`src/design/round_robin_group_pairing_unit_defines.svh`:
```
// ----------------------------------------------------------------------------
// Assertion macros for the round-robin group pairing unit
// Shared assertion wrappers; each expands to one labeled concurrent assertion.
// ----------------------------------------------------------------------------
`ifndef ROUND_ROBIN_GROUP_PAIRING_UNIT_DEFINES_SVH
`define ROUND_ROBIN_GROUP_PAIRING_UNIT_DEFINES_SVH

// checked only while out of reset
`define RRGP_ASSERT(lbl, prop, msg) \
  lbl: assert property (@(posedge clk) disable iff (!rst_n) prop) else $error(msg);

// checked at every edge, reset included
`define RRGP_ASSERT_ALWAYS(lbl, prop, msg) \
  lbl: assert property (@(posedge clk) prop) else $error(msg);

`endif

```
`src/design/rrgp_pkg.sv`:
```
// ----------------------------------------------------------------------------
// rrgp_pkg
// Types and constants shared by the round-robin group pairing unit.
// ----------------------------------------------------------------------------
`default_nettype none

package rrgp_pkg;

  localparam int MAX_GROUPS      = 64;
  localparam int MAX_GROUP_NODES = 256;

  localparam int ROUND_W = 16;
  localparam int PAIR_W  = 5;
  localparam int LOC_W   = 8;
  localparam int NODE_W  = 14;
  localparam int GC_W    = 7;
  localparam int NPG_W   = 9;
  localparam int CFG_W   = 9;
  localparam int CIDX_W  = 2;
  localparam int GRP_W   = $clog2(MAX_GROUPS);
  localparam int REM_W   = $clog2(MAX_GROUP_NODES);
  localparam int PROD_W  = GRP_W + NPG_W;
  // quotient steps, then remainder-of-quotient steps
  localparam int DIV_STEPS = 2 * ROUND_W;
  localparam int QUEUE_DEPTH = 2;

  typedef enum logic [1:0] {
    ST_OK    = 2'd0,
    ST_ODD   = 2'd1,
    ST_RANGE = 2'd2
  } status_t;

  typedef enum logic [CIDX_W-1:0] {
    CFG_GROUP_COUNT = 2'd0,
    CFG_NODE_COUNT  = 2'd1
  } cfg_idx_t;

  typedef struct packed {
    logic [ROUND_W-1:0] round;
    logic [PAIR_W-1:0]  pair;
    logic [LOC_W-1:0]   loc;
    status_t            status;
  } item_t;

  typedef struct packed {
    logic [ROUND_W-1:0] dvd;
    logic [ROUND_W-1:0] quo;
    logic [GRP_W-1:0]   ra;
    logic [REM_W-1:0]   rb;
    logic [PAIR_W-1:0]  pair;
    logic [LOC_W-1:0]   loc;
    status_t            status;
  } div_t;

  typedef struct packed {
    logic [GRP_W-1:0] g1;
    logic [GRP_W-1:0] g2;
    logic [LOC_W-1:0] loc;
    logic [LOC_W-1:0] loc2;
    status_t          status;
  } ord_t;

  typedef struct packed {
    logic [NODE_W-1:0] u;
    logic [NODE_W-1:0] v;
    status_t           status;
  } lnk_t;

  typedef struct packed {
    logic  valid;
    item_t item;
  } qhead_t;

endpackage

`default_nettype wire

```
`src/design/rrgp_front.sv`:
```
// ----------------------------------------------------------------------------
// rrgp_front
// Classifies an incoming item against the current configuration.
// ----------------------------------------------------------------------------
`default_nettype none

module rrgp_front (
  input  wire logic [rrgp_pkg::ROUND_W-1:0] in_round,
  input  wire logic [rrgp_pkg::PAIR_W-1:0]  in_group_pair,
  input  wire logic [rrgp_pkg::LOC_W-1:0]   in_local_node,
  input  wire logic [rrgp_pkg::GC_W-1:0]    gc,
  input  wire logic [rrgp_pkg::NPG_W-1:0]   npg,
  output rrgp_pkg::item_t                   item
);

  logic bad_cfg;
  logic bad_idx;

  always_comb begin
    bad_cfg = (gc < rrgp_pkg::GC_W'(2)) ||
              (gc > rrgp_pkg::GC_W'(rrgp_pkg::MAX_GROUPS)) ||
              (npg == '0) ||
              (npg > rrgp_pkg::NPG_W'(rrgp_pkg::MAX_GROUP_NODES));
    bad_idx = ((rrgp_pkg::GC_W-1)'(in_group_pair) >= gc[rrgp_pkg::GC_W-1:1]) ||
              (rrgp_pkg::NPG_W'(in_local_node) >= npg);
    item.round = in_round;
    item.pair  = in_group_pair;
    item.loc   = in_local_node;
    // odd count wins over range errors
    priority if (gc[0]) begin
      item.status = rrgp_pkg::ST_ODD;
    end else if (bad_cfg || bad_idx) begin
      item.status = rrgp_pkg::ST_RANGE;
    end else begin
      item.status = rrgp_pkg::ST_OK;
    end
  end

endmodule

`default_nettype wire

```
`src/design/rrgp_queue.sv`:
```
// ----------------------------------------------------------------------------
// rrgp_queue
// Two-entry item queue between the classifier and the arithmetic pipeline.
// ----------------------------------------------------------------------------
`default_nettype none

`include "round_robin_group_pairing_unit_defines.svh"

module rrgp_queue (
  input  wire logic            clk,
  input  wire logic            rst_n,
  input  wire logic            push,
  input  wire rrgp_pkg::item_t push_item,
  output logic                 full,
  output rrgp_pkg::qhead_t     head,
  input  wire logic            pop
);

  rrgp_pkg::item_t mem_r [rrgp_pkg::QUEUE_DEPTH];
  logic            wp_r, wp_nxt;
  logic            rp_r, rp_nxt;
  logic [1:0]      cnt_r, cnt_nxt;

  always_comb begin
    full       = (cnt_r == 2'(rrgp_pkg::QUEUE_DEPTH));
    head.valid = (cnt_r != '0);
    head.item  = mem_r[rp_r];
    wp_nxt     = push ? ~wp_r : wp_r;
    rp_nxt     = pop ? ~rp_r : rp_r;
    cnt_nxt    = cnt_r + 2'(push) - 2'(pop);
  end

  always_ff @(posedge clk) begin
    if (!rst_n) begin
      wp_r  <= 1'b0;
      rp_r  <= 1'b0;
      cnt_r <= '0;
    end else begin
      wp_r  <= wp_nxt;
      rp_r  <= rp_nxt;
      cnt_r <= cnt_nxt;
    end
  end

  always_ff @(posedge clk) begin
    if (push) begin
      mem_r[wp_r] <= push_item;
    end
  end

  `RRGP_ASSERT(a_q_no_overflow, push |-> !full || pop, "queue push while full")
  `RRGP_ASSERT(a_q_no_underflow, pop |-> head.valid, "queue pop while empty")
  `RRGP_ASSERT(a_q_cnt_bound, cnt_r <= 2'(rrgp_pkg::QUEUE_DEPTH), "queue count out of range")

endmodule

`default_nettype wire

```
`src/design/rrgp_back.sv`:
```
// ----------------------------------------------------------------------------
// rrgp_back
// Arithmetic pipeline: round / (G-1), quotient mod N, circle order, node ids.
// ----------------------------------------------------------------------------
`default_nettype none

`include "round_robin_group_pairing_unit_defines.svh"

module rrgp_back (
  input  wire logic                        clk,
  input  wire logic                        rst_n,
  input  wire logic [rrgp_pkg::GC_W-1:0]   gc,
  input  wire logic [rrgp_pkg::NPG_W-1:0]  npg,
  input  wire rrgp_pkg::qhead_t            head,
  output logic                             pop,
  output logic                             out_valid,
  input  wire logic                        out_stall,
  output logic [rrgp_pkg::NODE_W-1:0]      out_low_node,
  output logic [rrgp_pkg::NODE_W-1:0]      out_high_node,
  output logic [1:0]                       out_status
);

  localparam int NS = rrgp_pkg::DIV_STEPS;
  localparam int RW = rrgp_pkg::ROUND_W;
  localparam int GW = rrgp_pkg::GRP_W;
  localparam int BW = rrgp_pkg::REM_W;

  logic                     adv;
  logic [GW:0]              div_a;
  rrgp_pkg::div_t           seed;
  rrgp_pkg::div_t           st_r [NS];
  logic [NS-1:0]            sv_r;

  rrgp_pkg::ord_t           ord_r, ord_nxt;
  logic                     ord_v_r;
  rrgp_pkg::lnk_t           lnk_r, lnk_nxt;
  logic                     lnk_v_r;
  logic [rrgp_pkg::NODE_W-1:0] low_r, low_nxt, high_r, high_nxt;
  rrgp_pkg::status_t        stat_r, stat_nxt;
  logic                     out_valid_r;

  // whole pipeline freezes while a result waits on a stalled receiver
  assign adv   = !out_valid_r || !out_stall;
  assign pop   = adv && head.valid;
  assign div_a = (GW+1)'(gc - rrgp_pkg::GC_W'(1));

  always_comb begin
    seed.dvd    = head.item.round;
    seed.quo    = '0;
    seed.ra     = '0;
    seed.rb     = '0;
    seed.pair   = head.item.pair;
    seed.loc    = head.item.loc;
    seed.status = head.item.status;
  end

  for (genvar k = 0; k < NS; k++) begin : g_div
    rrgp_pkg::div_t src, nxt;
    logic [GW:0]    ra_t;
    logic [BW:0]    rb_t;

    if (k == 0) begin : g_src0
      assign src = seed;
    end else begin : g_srcn
      assign src = st_r[k-1];
    end

    always_comb begin
      nxt  = src;
      ra_t = {src.ra, src.dvd[RW-1]};
      rb_t = {src.rb, src.dvd[RW-1]};
      nxt.dvd = {src.dvd[RW-2:0], 1'b0};
      if (k < RW) begin
        // restoring step of round / (G-1)
        if (ra_t >= div_a) begin
          nxt.ra  = GW'(ra_t - div_a);
          nxt.quo = {src.quo[RW-2:0], 1'b1};
        end else begin
          nxt.ra  = ra_t[GW-1:0];
          nxt.quo = {src.quo[RW-2:0], 1'b0};
        end
        // quotient becomes the dividend of the mod-N pass
        if (k == RW - 1) begin
          nxt.dvd = nxt.quo;
        end
      end else begin
        if (rrgp_pkg::NPG_W'(rb_t) >= npg) begin
          nxt.rb = BW'(rrgp_pkg::NPG_W'(rb_t) - npg);
        end else begin
          nxt.rb = rb_t[BW-1:0];
        end
      end
    end

    always_ff @(posedge clk) begin
      if (!rst_n) begin
        sv_r[k] <= 1'b0;
      end else if (adv) begin
        sv_r[k] <= (k == 0) ? head.valid : sv_r[(k == 0) ? 0 : k-1];
      end
    end

    always_ff @(posedge clk) begin
      if (adv) begin
        st_r[k] <= nxt;
      end
    end
  end

  function automatic logic [GW-1:0] circle_order(input logic [GW-1:0] k,
                                                 input logic [GW-1:0] rounds,
                                                 input logic [GW-1:0] back);
    logic [GW:0] t;
    t = (GW+1)'(k) - (GW+1)'(1) + (GW+1)'(rounds) - (GW+1)'(back);
    if (t >= (GW+1)'(rounds)) begin
      t = t - (GW+1)'(rounds);
    end
    if (k == '0) begin
      return '0;
    end
    return GW'(t + (GW+1)'(1));
  endfunction

  always_comb begin
    logic [GW-1:0]            rounds;
    logic [GW-1:0]            k2;
    logic [rrgp_pkg::NPG_W-1:0] l2;
    rounds  = GW'(gc - rrgp_pkg::GC_W'(1));
    k2      = GW'(gc - rrgp_pkg::GC_W'(1) - rrgp_pkg::GC_W'(st_r[NS-1].pair));
    l2      = rrgp_pkg::NPG_W'(st_r[NS-1].loc) + rrgp_pkg::NPG_W'(st_r[NS-1].rb);
    if (l2 >= npg) begin
      l2 = l2 - npg;
    end
    ord_nxt.g1     = circle_order(GW'(st_r[NS-1].pair), rounds, st_r[NS-1].ra);
    ord_nxt.g2     = circle_order(k2, rounds, st_r[NS-1].ra);
    ord_nxt.loc    = st_r[NS-1].loc;
    ord_nxt.loc2   = rrgp_pkg::LOC_W'(l2);
    ord_nxt.status = st_r[NS-1].status;
  end

  always_comb begin
    logic [rrgp_pkg::PROD_W-1:0] pu, pv;
    pu = rrgp_pkg::PROD_W'(ord_r.g1) * rrgp_pkg::PROD_W'(npg)
         + rrgp_pkg::PROD_W'(ord_r.loc);
    pv = rrgp_pkg::PROD_W'(ord_r.g2) * rrgp_pkg::PROD_W'(npg)
         + rrgp_pkg::PROD_W'(ord_r.loc2);
    lnk_nxt.u      = pu[rrgp_pkg::NODE_W-1:0];
    lnk_nxt.v      = pv[rrgp_pkg::NODE_W-1:0];
    lnk_nxt.status = ord_r.status;
  end

  always_comb begin
    stat_nxt = lnk_r.status;
    if (lnk_r.status != rrgp_pkg::ST_OK) begin
      low_nxt  = '0;
      high_nxt = '0;
    end else if (lnk_r.u > lnk_r.v) begin
      low_nxt  = lnk_r.v;
      high_nxt = lnk_r.u;
    end else begin
      low_nxt  = lnk_r.u;
      high_nxt = lnk_r.v;
    end
  end

  always_ff @(posedge clk) begin
    if (!rst_n) begin
      ord_v_r     <= 1'b0;
      lnk_v_r     <= 1'b0;
      out_valid_r <= 1'b0;
    end else if (adv) begin
      ord_v_r     <= sv_r[NS-1];
      lnk_v_r     <= ord_v_r;
      out_valid_r <= lnk_v_r;
    end
  end

  always_ff @(posedge clk) begin
    if (adv) begin
      ord_r  <= ord_nxt;
      lnk_r  <= lnk_nxt;
      low_r  <= low_nxt;
      high_r <= high_nxt;
      stat_r <= stat_nxt;
    end
  end

  assign out_valid     = out_valid_r;
  assign out_low_node  = low_r;
  assign out_high_node = high_r;
  assign out_status    = stat_r;

  `RRGP_ASSERT(a_b_ordered, out_valid_r |-> low_r <= high_r, "link ids out of order")
  `RRGP_ASSERT(a_b_err_zero,
    out_valid_r && (stat_r != rrgp_pkg::ST_OK) |-> (low_r == '0) && (high_r == '0),
    "error result carries nonzero ids")
  `RRGP_ASSERT_ALWAYS(a_b_rst_idle, !rst_n |=> !out_valid_r, "output valid after reset")

endmodule

`default_nettype wire

```
`src/design/round_robin_group_pairing_unit.sv`:
```
// ----------------------------------------------------------------------------
// round_robin_group_pairing_unit
// Circle-method group pairing: one circuit-switch link per item.
// ----------------------------------------------------------------------------
// Input channel (in_valid/in_stall) takes round, group_pair, local_node.
// Result channel (out_valid/out_stall) gives low_node, high_node, status.
// Config: cfg_we with cfg_idx 0 = group count, 1 = nodes in each group; other
// indexes are ignored. Write only while no item is in flight.
// Throughput: one item per cycle unless out_stall holds the pipeline. The
// two bit-serial divide chains (16 steps for round / (G-1), 16 steps for the
// quotient mod N) are fully pipelined. An accepted item is written into the
// queue, then passes the 32 divide steps, the circle-order register, the
// node-multiply register and the output register before out_valid rises.
// Reset: pipeline emptied, group count = 2, nodes in each group = 1.
// While a result waits on a high out_stall the whole pipeline holds; the
// two-entry queue keeps taking items until full, then raises in_stall.
// ----------------------------------------------------------------------------
`default_nettype none

module round_robin_group_pairing_unit (
  input  wire logic                           clk,
  input  wire logic                           rst_n,
  input  wire logic                           cfg_we,
  input  wire logic [rrgp_pkg::CIDX_W-1:0]    cfg_idx,
  input  wire logic [rrgp_pkg::CFG_W-1:0]     cfg_wdata,
  input  wire logic                           in_valid,
  output logic                                in_stall,
  input  wire logic [rrgp_pkg::ROUND_W-1:0]   in_round,
  input  wire logic [rrgp_pkg::PAIR_W-1:0]    in_group_pair,
  input  wire logic [rrgp_pkg::LOC_W-1:0]     in_local_node,
  output logic                                out_valid,
  input  wire logic                           out_stall,
  output logic [rrgp_pkg::NODE_W-1:0]         out_low_node,
  output logic [rrgp_pkg::NODE_W-1:0]         out_high_node,
  output logic [1:0]                          out_status
);

  logic [rrgp_pkg::GC_W-1:0]  gc_r, gc_nxt;
  logic [rrgp_pkg::NPG_W-1:0] npg_r, npg_nxt;
  rrgp_pkg::item_t            item;
  rrgp_pkg::qhead_t           head;
  logic                       full;
  logic                       pop;

  always_comb begin
    gc_nxt  = gc_r;
    npg_nxt = npg_r;
    if (cfg_we) begin
      unique case (rrgp_pkg::cfg_idx_t'(cfg_idx))
        rrgp_pkg::CFG_GROUP_COUNT: gc_nxt  = cfg_wdata[rrgp_pkg::GC_W-1:0];
        rrgp_pkg::CFG_NODE_COUNT:  npg_nxt = cfg_wdata;
        default: ;
      endcase
    end
  end

  always_ff @(posedge clk) begin
    if (!rst_n) begin
      gc_r  <= rrgp_pkg::GC_W'(2);
      npg_r <= rrgp_pkg::NPG_W'(1);
    end else begin
      gc_r  <= gc_nxt;
      npg_r <= npg_nxt;
    end
  end

  assign in_stall = full;

  rrgp_front u_front (
    .in_round      (in_round),
    .in_group_pair (in_group_pair),
    .in_local_node (in_local_node),
    .gc            (gc_r),
    .npg           (npg_r),
    .item          (item)
  );

  rrgp_queue u_queue (
    .clk       (clk),
    .rst_n     (rst_n),
    .push      (in_valid && !full),
    .push_item (item),
    .full      (full),
    .head      (head),
    .pop       (pop)
  );

  rrgp_back u_back (
    .clk           (clk),
    .rst_n         (rst_n),
    .gc            (gc_r),
    .npg           (npg_r),
    .head          (head),
    .pop           (pop),
    .out_valid     (out_valid),
    .out_stall     (out_stall),
    .out_low_node  (out_low_node),
    .out_high_node (out_high_node),
    .out_status    (out_status)
  );

endmodule

`default_nettype wire

```
`config.mk`:
```
export PLATFORM = sky130hd
export DESIGN_NAME = round_robin_group_pairing_unit
export DESIGN_NICKNAME = d
export VERILOG_FILES = /design/src/design/rrgp_pkg.sv /design/src/design/rrgp_front.sv /design/src/design/rrgp_queue.sv /design/src/design/rrgp_back.sv /design/src/design/round_robin_group_pairing_unit.sv
export VERILOG_INCLUDE_DIRS = /design/src /design/src/design
export SDC_FILE = /design/constraint.sdc
export NUM_CORES = 2
export LEC_CHECK = 0
export BUFFER_PORTS_ARGS = -buffer_cell sky130_fd_sc_hd__clkbuf_2
export CAP_MARGIN = 30
export CORE_MARGIN = 2
export CORE_UTILIZATION = 63
export DETAILED_ROUTE_END_ITERATION = 6
export PLACE_DENSITY = 0.78
export SLEW_MARGIN = 5
export SYNTH_ARGS = -nofsm -noshare
export SYNTH_HDL_FRONTEND = slang
export SYNTH_SLANG_ARGS = --single-unit
```
`constraint.sdc`:
```
create_clock -name clk -period 61 [get_ports clk]
set_clock_uncertainty 0.1 [all_clocks]
set_input_delay 18.3 -clock clk [delete_from_list [all_inputs] [get_ports clk]]
set_output_delay 18.3 -clock clk [all_outputs]
set_load 0.03 [all_outputs]
```
==> results.cfg <==
[run_status]
status = finished clean

[floorplan]
die_x_um = 313.4
ios = 77
start_util_pct = 63.57
core_area_um2 = 94870
die_y_um = 313.4
dieArea_um2 = 98210
fp-row-count = 113

[clocking]
clkLatencyLatePin_ps = 760
post_cts_buffers = 0
clock_sinks = 1384
cts.clk_slew.worst_paths_ps = 60
cts-resized-gates = 0
cts_buffers = 136
cts-root-buf = clkbuf_16
htree_levels = 4
cts_tree = built
ctsHoldBuffers = 0
clockBufferDepth = 3

[worst_setup_path]
crit_start = out_stall
cp_slowest_cell = buf_4
crit_top_cell = buf_4
worst_path_dominant_cell_family = buffers and inverters
critical_path_arrival_ps = 22640
cp.required_ps = 61240
start_kind = input port
max_stage_delay_ps = 850
cp_cell_sequence = clkbuf_2 > and2_1 > buf_4 > inv_8 > buf_12 > buf_4 > buf_16 > buf_4 > buf_4 > buf_4
crit_buf_inv = 9
worstPathMaxFanout = 185
path_class = input port to flip-flop
reg2reg_from = gc_r[0]
regToRegSetupSlack_ps = 54110
endpoint_kind = flip-flop

[synthesis]
synth_area_um2 = 60310
syn_inst = 3741
ys_types = 61
synth_nets = 4285
synth_ff_type = edfxtp_1
synth_edf_count = 1328
synth_top_area_share_pct = 66.13
synth_area_per_cell_um2 = 16.12
ys_ff_latch = 1384
ys_top_cells_by_area = edfxtp_1 (66%), ha_1 (8.0%), mux2_2 (3.8%)
synth_top_area_cell = edfxtp_1
async_flop_share_pct = 0
ys_seq_area_share_pct = 67.99
yosysWarnings = 0

[power]
powerDensity_nw_per_um2 = 60.26
p_clk_share_pct = 20.8
p_sw_mw = 1.286
vdd_drop_max_v = 0.00005513
p_seq_share_pct = 42.5
combPwrFrac_pct = 36.7
p_leak_nw = 26.76
swShare_pct = 31.74
internal-power_mw = 2.766

[place]
dp.final_hpwl_um = 63620
gp_congestion = 0.8299
io_buffers = 76
place_area_um2 = 62530
dpl.cell_count = 5063

[detailed_routing]
drt_iter0_markers = 2449
drc = 0
ant_nets = 0
wl_per_cell_um = 19.15
route.final.wire_length_um = 101800
dr.pass1.iters = 7
num_vias = 29790
post_drt_via_cell_ratio = 5.606

[grt]
grt_pass1_vias = 30521
grt.total_usage_pct = 21.17
grt_max_degree = 207
grt_pass1_wl_um = 161700
grt_overflow = 0
antenna_found_initial = 1

[timing]
rsz0062_at_grt = no
fin_crit_ps = 22410
finalHoldViolations = 0
relSlewSlack_pct = 20.49
maxSlewViolCount = 0
setup_viol = 0
max_freq_ghz = 0.04463
fin_setup_tns_ps = 0
worstMarginPinSlew_ps = 1193
fin_crit_sh_pct = 36.73
whs_ps = 280.2

[finish]
final_common_cell = edfxtp_1
final_cell_mix = edfxtp_1 (1328), ha_1 (386), nand2_1 (225)
nets = 4484
fin_area_um2 = 67240
nFillCells = 5959
drive_gt1_share_pct = 13.69
area_growth_pct = 11.50
stdcell_count = 5314

[min_path]
hp-start = u_back.st_r[1][373]
hp-class = flip-flop to flip-flop

[job]
drv_cap = 0
[per-stage QoR]
stage / setup WS [ps] / power (mW) / util (%)
after CTS: 37410 / 4.085 / 70.76
after floorplan: 5835 / 2.859 / -
after detailed placement: 36590 / 3.205 / 65.91
after global placement: 36450 / 3.149 / 65.81
final: 38590 / 4.052 / 70.87
after global routing: 38080 / 4.324 / 70.87
[routing by layer]
metal / track usage (%) / wire (um) / up-vias
met4: 8.558 / 3510 / 0
met2: 35.27 / 50380 / 595
met3: 3.892 / 4364 / 201
met1: 27.79 / 43530 / 14690
li1: - / - / 14304
met5: 0 / 0 / -
[power by group through the flow]
stage	clock network, mW	logic (mW)	registers, mW
after floorplan	0	1.20	1.66
after global placement	0	1.43	1.72
after detailed placement	0	1.47	1.73
after CTS	0.865	1.49	1.73
after global routing	0.900	1.67	1.76
final	0.843	1.49	1.72
[layout make-up]
class / instances / area (um^2) / area share, %
inverter: 222 / 840.8 / 1.250
antenna: 1 / 2.502 / 0.003722
clock inverter: 86 / 1056 / 1.571
sequential: 1384 / 41000 / 60.98
multi-input combinational: 2076 / 18330 / 27.26
tap: 1265 / 1583 / 2.354
timing repair buffer: 120 / 880.8 / 1.310
clock buffer: 160 / 3545 / 5.272
[logic make-up after synthesis]
group | synth area share (%)
xor+xnor | 3.118
simple gates | 5.029
fa+ha+maj | 11.75
mux | 5.423
buf+inv | 1.755
compound gates | 4.940
flops | 67.99
[cell usage after synthesis, types with 11 or more instances]
cell,count
a21o_1,118
nor2b_1,73
o21bai_1,27
nor2_1,100
a31oi_1,19
inv_1,221
and2_1,54
o21ai_1,17
nand4_1,43
nand2_1,225
mux2_2,206
a21oi_1,95
a21boi_0,51
xnor2_1,116
fa_1,112
and3_1,12
ha_1,387
clkbuf_1,49
mux2i_1,95
nand3_1,18
o21ai_0,75
xor2_1,95
edfxtp_1,1328
nand2b_1,45
a211o_1,11
dfxtp_1,56
[path summary, 6_finish.rpt]
kind         depth (start not counted)                   to
max                                 10  u_back.st_r[1][505]
min                                  0  u_back.st_r[1][434]
max reg2reg                         25     u_back.ord_r[20]
min reg2reg                          0  u_back.st_r[1][434]
[sequential cells by signal (all words and copies together), names as in the netlist, named ones only]
register / cells
u_back.lnk_r: 28
u_back.out_high_node: 14
gc_r: 7
u_back.out_valid: 1
u_back.sv_r: 32
u_back.out_low_node: 14
u_back.ord_r: 28
u_queue.mem_r: 62
npg_r: 9
u_back.lnk_v_r: 1
u_back.ord_v_r: 1
u_back.stat_nxt: 2
u_back.out_status: 2
u_back.st_r: 1176
u_queue.rp_r: 1
u_queue.wp_r: 1
u_queue.cnt_r: 2
u_back.lnk_nxt: 2
Power figures use the tool's default switching activity.
